File: src/rtl/pcq_sqrt.sv
// Pipelined integer square root, one result bit per stage.
`default_nettype none

module pcq_sqrt #(
    parameter int RB     = 33,
    parameter int SIDE_W = 8
) (
    input  logic              clk,
    input  logic              rst_n,
    input  logic              en,
    input  logic              in_valid,
    input  logic [2*RB-1:0]   n,
    input  logic [SIDE_W-1:0] side_in,
    output logic              out_valid,
    output logic [RB-1:0]     root,
    output logic [SIDE_W-1:0] side_out
);

    logic              valid_reg [RB+1];
    logic [SIDE_W-1:0] side_reg  [RB+1];
    logic [RB+1:0]     rem_reg   [RB+1];
    logic [RB-1:0]     root_reg  [RB+1];
    logic [2*RB-1:0]   rest_reg  [RB+1];

    logic [RB+3:0]     rw    [RB+1];
    logic [RB+3:0]     trial [RB+1];
    logic              ge    [RB+1];

    always_comb
    begin
        rw[0]    = '0;
        trial[0] = '0;
        ge[0]    = 1'b0;
        for (int j = 1; j <= RB; j++)
        begin
            rw[j]    = {rem_reg[j-1], rest_reg[j-1][2*RB-1 -: 2]};
            trial[j] = {2'b00, root_reg[j-1], 2'b01};
            ge[j]    = rw[j] >= trial[j];
        end
    end

    always_ff @(posedge clk or negedge rst_n)
    begin
        if (!rst_n)
        begin
            for (int j = 0; j <= RB; j++)
            begin
                valid_reg[j] <= 1'b0;
            end
        end
        else if (en)
        begin
            valid_reg[0] <= in_valid;
            for (int j = 1; j <= RB; j++)
            begin
                valid_reg[j] <= valid_reg[j-1];
            end
        end
    end

    always_ff @(posedge clk)
    begin
        if (en)
        begin
            side_reg[0] <= side_in;
            rem_reg[0]  <= '0;
            root_reg[0] <= '0;
            rest_reg[0] <= n;
            for (int j = 1; j <= RB; j++)
            begin
                side_reg[j] <= side_reg[j-1];
                rem_reg[j]  <= ge[j] ? (RB+2)'(rw[j] - trial[j]) : rw[j][RB+1:0];
                root_reg[j] <= {root_reg[j-1][RB-2:0], ge[j]};
                rest_reg[j] <= {rest_reg[j-1][2*RB-3:0], 2'b00};
            end
        end
    end

    assign out_valid = valid_reg[RB];
    assign root      = root_reg[RB];
    assign side_out  = side_reg[RB];

endmodule

`default_nettype wire

File: config.mk
export PLATFORM = sky130hd
export DESIGN_NAME = pcq_sqrt
export DESIGN_NICKNAME = d
export VERILOG_FILES = /design/src/rtl/pcq_sqrt.sv
export SDC_FILE = /design/constraint.sdc
export NUM_CORES = 2
export LEC_CHECK = 0
export BUFFER_PORTS_ARGS = -buffer_cell sky130_fd_sc_hd__buf_4
export CAP_MARGIN = 15
export CORE_ASPECT_RATIO = 1.1
export CORE_MARGIN = 2
export CORE_UTILIZATION = 45
export CTS_BUF_LIST = sky130_fd_sc_hd__clkbuf_16
export DETAILED_ROUTE_END_ITERATION = 16
export GPL_ROUTABILITY_DRIVEN = 0
export PLACE_DENSITY = 0.63
export SLEW_MARGIN = 20
export SYNTH_ARGS = -nofsm -noshare
export SYNTH_HDL_FRONTEND = slang
export SYNTH_MEMORY_MAX_BITS = 65536
export SYNTH_SLANG_ARGS = --single-unit
File: constraint.sdc
create_clock -name clk -period 3.64 [get_ports clk]
set_input_delay 0.728 -clock clk [delete_from_list [all_inputs] [get_ports clk]]
set_output_delay 0.728 -clock clk [all_outputs]
set_load 0.01 [all_outputs]
==> flow_summary.ini <==
[route]
via_per_inst = 5.34
drc = 0
wire_per_inst_um = 17.8
first_pass_iters = 8
initialDrtViolationCount = 5728
vias = 79100
routed_wl_mm = 263
antenna_left = 0

[global_route]
antenna_found_initial = 3
grt-ovfl-total = 0
track_usage_pct = 16.8
grt_pass1_wl_mm = 417
grt_pass1_vias = 79200
grt_start_max_net_pins = 162

[synth]
syn_area_per_cell_um2 = 13.7
ys_async_sr_fraction_pct = 1.11
ys_ff_latch = 3056
synthesis.instances = 9934
synth_top_area_share_pct = 66.9
netlist_top_cells_area = edfxtp_1 67%, ha_1 5.5%, xor2_1 2.9%
synth_edf_count = 3022
synth_ff_type = edfxtp_1
synth-seq-area-share_pct = 67.5
synth_area_leader_cell = edfxtp_1
synth_cell_types = 87
yosys_warnings = 0
syn-cell-area_um2 = 136000
synth_nets = 10600

[worst_setup_path]
r2r_start = rem_reg[21][24]
worstSetupEndpointType = flop
worst-setup-path-type = flop to flop
r2r_setup_slack_ns = 0.10
rr_worst_depth = 9
path_max_fanout = 13
r2r_end = rem_reg[22][16]
required_ns = 4.27
worstSetupEndpoint = rem_reg[22][16]
startpoint_type = flop
crit_arrival_ns = 4.16
worstSetupStartpoint = rem_reg[21][24]

[clock_network]
cts_sinks = 3056
worstSkewPairLatency_ns = 0.91
cts_buffers = 320
clk_pin_slew_ns = 0.06
cts_tree = built
root_buffer = clkbuf_16
clockBufferDepth = 4
ctsHtreeMaxLevel = 5

[hold_path]
hp-class = input pin to flop

[flow_run]
cap_violations = 0

[layout]
final_util_pct = 51.9
drive_gt1_share_pct = 11.1
largest_reg_flops = 1122
syn2layout_area_growth_pct = 14.8
final_common_cell = edfxtp_1
layout_common_cells = 3022 x edfxtp_1, 798 x inv_1, 618 x a21oi_1
fin_cells = 14800
nNetsFinal = 11300

[sta]
setup_viol = 0
clock.fmax_mhz = 283
relSlewSlack_pct = 39.0
hold_viol = 0
tightestPinTransition_ns = 0.915
tns_ns = 0
period_share_pct = 97.1
skew_ns = 0.0480
report.final.slew_viol_count = 0
hold_slack_ns = 0.115
period_needed_ns = 3.54

[placement]
dp.cells = 14200
dp.final_hpwl_mm = 186
port_buffers = 119

[power]
p_leak_nw = 59.7
peakVddDrop_v = 0.000508
powerDensity_nw_per_um2 = 621

[floorplanning]
die_h_um = 580
die_w_um = 528
dieArea_um2 = 306000
start_util_pct = 45.2
io_pins = 120
core_um2 = 300000
rows = 211

[outcome]
status = completed
## synth_stat cells (79+ instances only)
library cell	count
nor2b_1	79
nor4_1	121
xor2_1	457
nor2_1	583
xnor2_1	431
nand2_1	607
nand3_1	137
edfxtp_1	3022
nor3_1	235
a21o_1	266
ha_1	596
or3_1	122
nand2b_1	134
inv_1	754
o21a_1	94
clkbuf_1	151
mux2_2	113
o21ai_0	453
a21oi_1	631
## report_power, final
part / switching, mW / internal, mW
registers: 2.68 / 44.0
clock network: 13.5 / 18.9
logic: 9.92 / 7.78
## layer usage
metal	track usage [%]	wire length, um	up-vias
li1	-	-	38300
met1	20.1	107000	38200
met2	29.5	132000	1944
met3	2.59	11200	694
met4	7.71	12900	0
met5	0	0	-
## stage by stage
step / power, mW / area [um2] / worst slack [ns]
after detailed placement: 64.7 / 144000 / -0.235
after floorplan: 58.7 / 136000 / 0.0462
final: 96.8 / 156000 / 0.105
after global placement: 64.1 / 144000 / -0.0775
after CTS: 97.6 / 155000 / 0.000898
after global routing: 102 / 156000 / -0.0355
## logic make-up after synthesis
group / synth area share [%]
buffers and inverters: 2.63
multiplexers: 1.06
flip-flops: 67.5
XOR/XNOR: 5.73
other: 0.00276
AO/OA/AOI/OAI: 8.68
AND/OR/NAND/NOR: 8.90
adder cells (fa/ha/maj): 5.50
## cell type report
type	count	area, um2
fillers	24700	144000
flip-flops and latches	3056	91600
multi-input cells	5935	41000
clock buffers	326	8160
well taps	3940	4930
repair buffers	546	4870
inverters	758	2850
clock inverters	251	2330
diodes	1	2.50
## worst max-delay path, cell delays in order, from the launching register on
cell	delay [ns]
edfxtp_1	0.39
or3_1	0.43
or4_1	0.44
or3_1	0.38
or4_1	0.50
or3_1	0.39
a21oi_2	0.16
buf_6	0.19
inv_2	0.10
mux2_2	0.29
## worst min-delay path by stage
stage	endpoint	start	slack (ns)	depth (start not counted)
after floorplan	rest_reg[10][20]	rest_reg[9][18]	0.40	0
after global placement	side_reg[24][6]	side_reg[23][6]	0.40	0
after detailed placement	rest_reg[10][22]	rest_reg[9][20]	0.40	0
after CTS	valid_reg[33]	in_valid	0.03	2
after global routing	valid_reg[33]	in_valid	0.05	2
final	valid_reg[33]	in_valid	0.11	2
## what timing repair did
action | 4_1_cts | 5_1_grt
resized for setup | 9 | 92
pin swaps | 2 | 12
endpoints found under the setup margin | 31 | 270
endpoints found under the hold margin | 108 | 0
hold buffers | 75 | 0
buffers inserted | 2 | 8
Power figures use the tool's default switching activity.
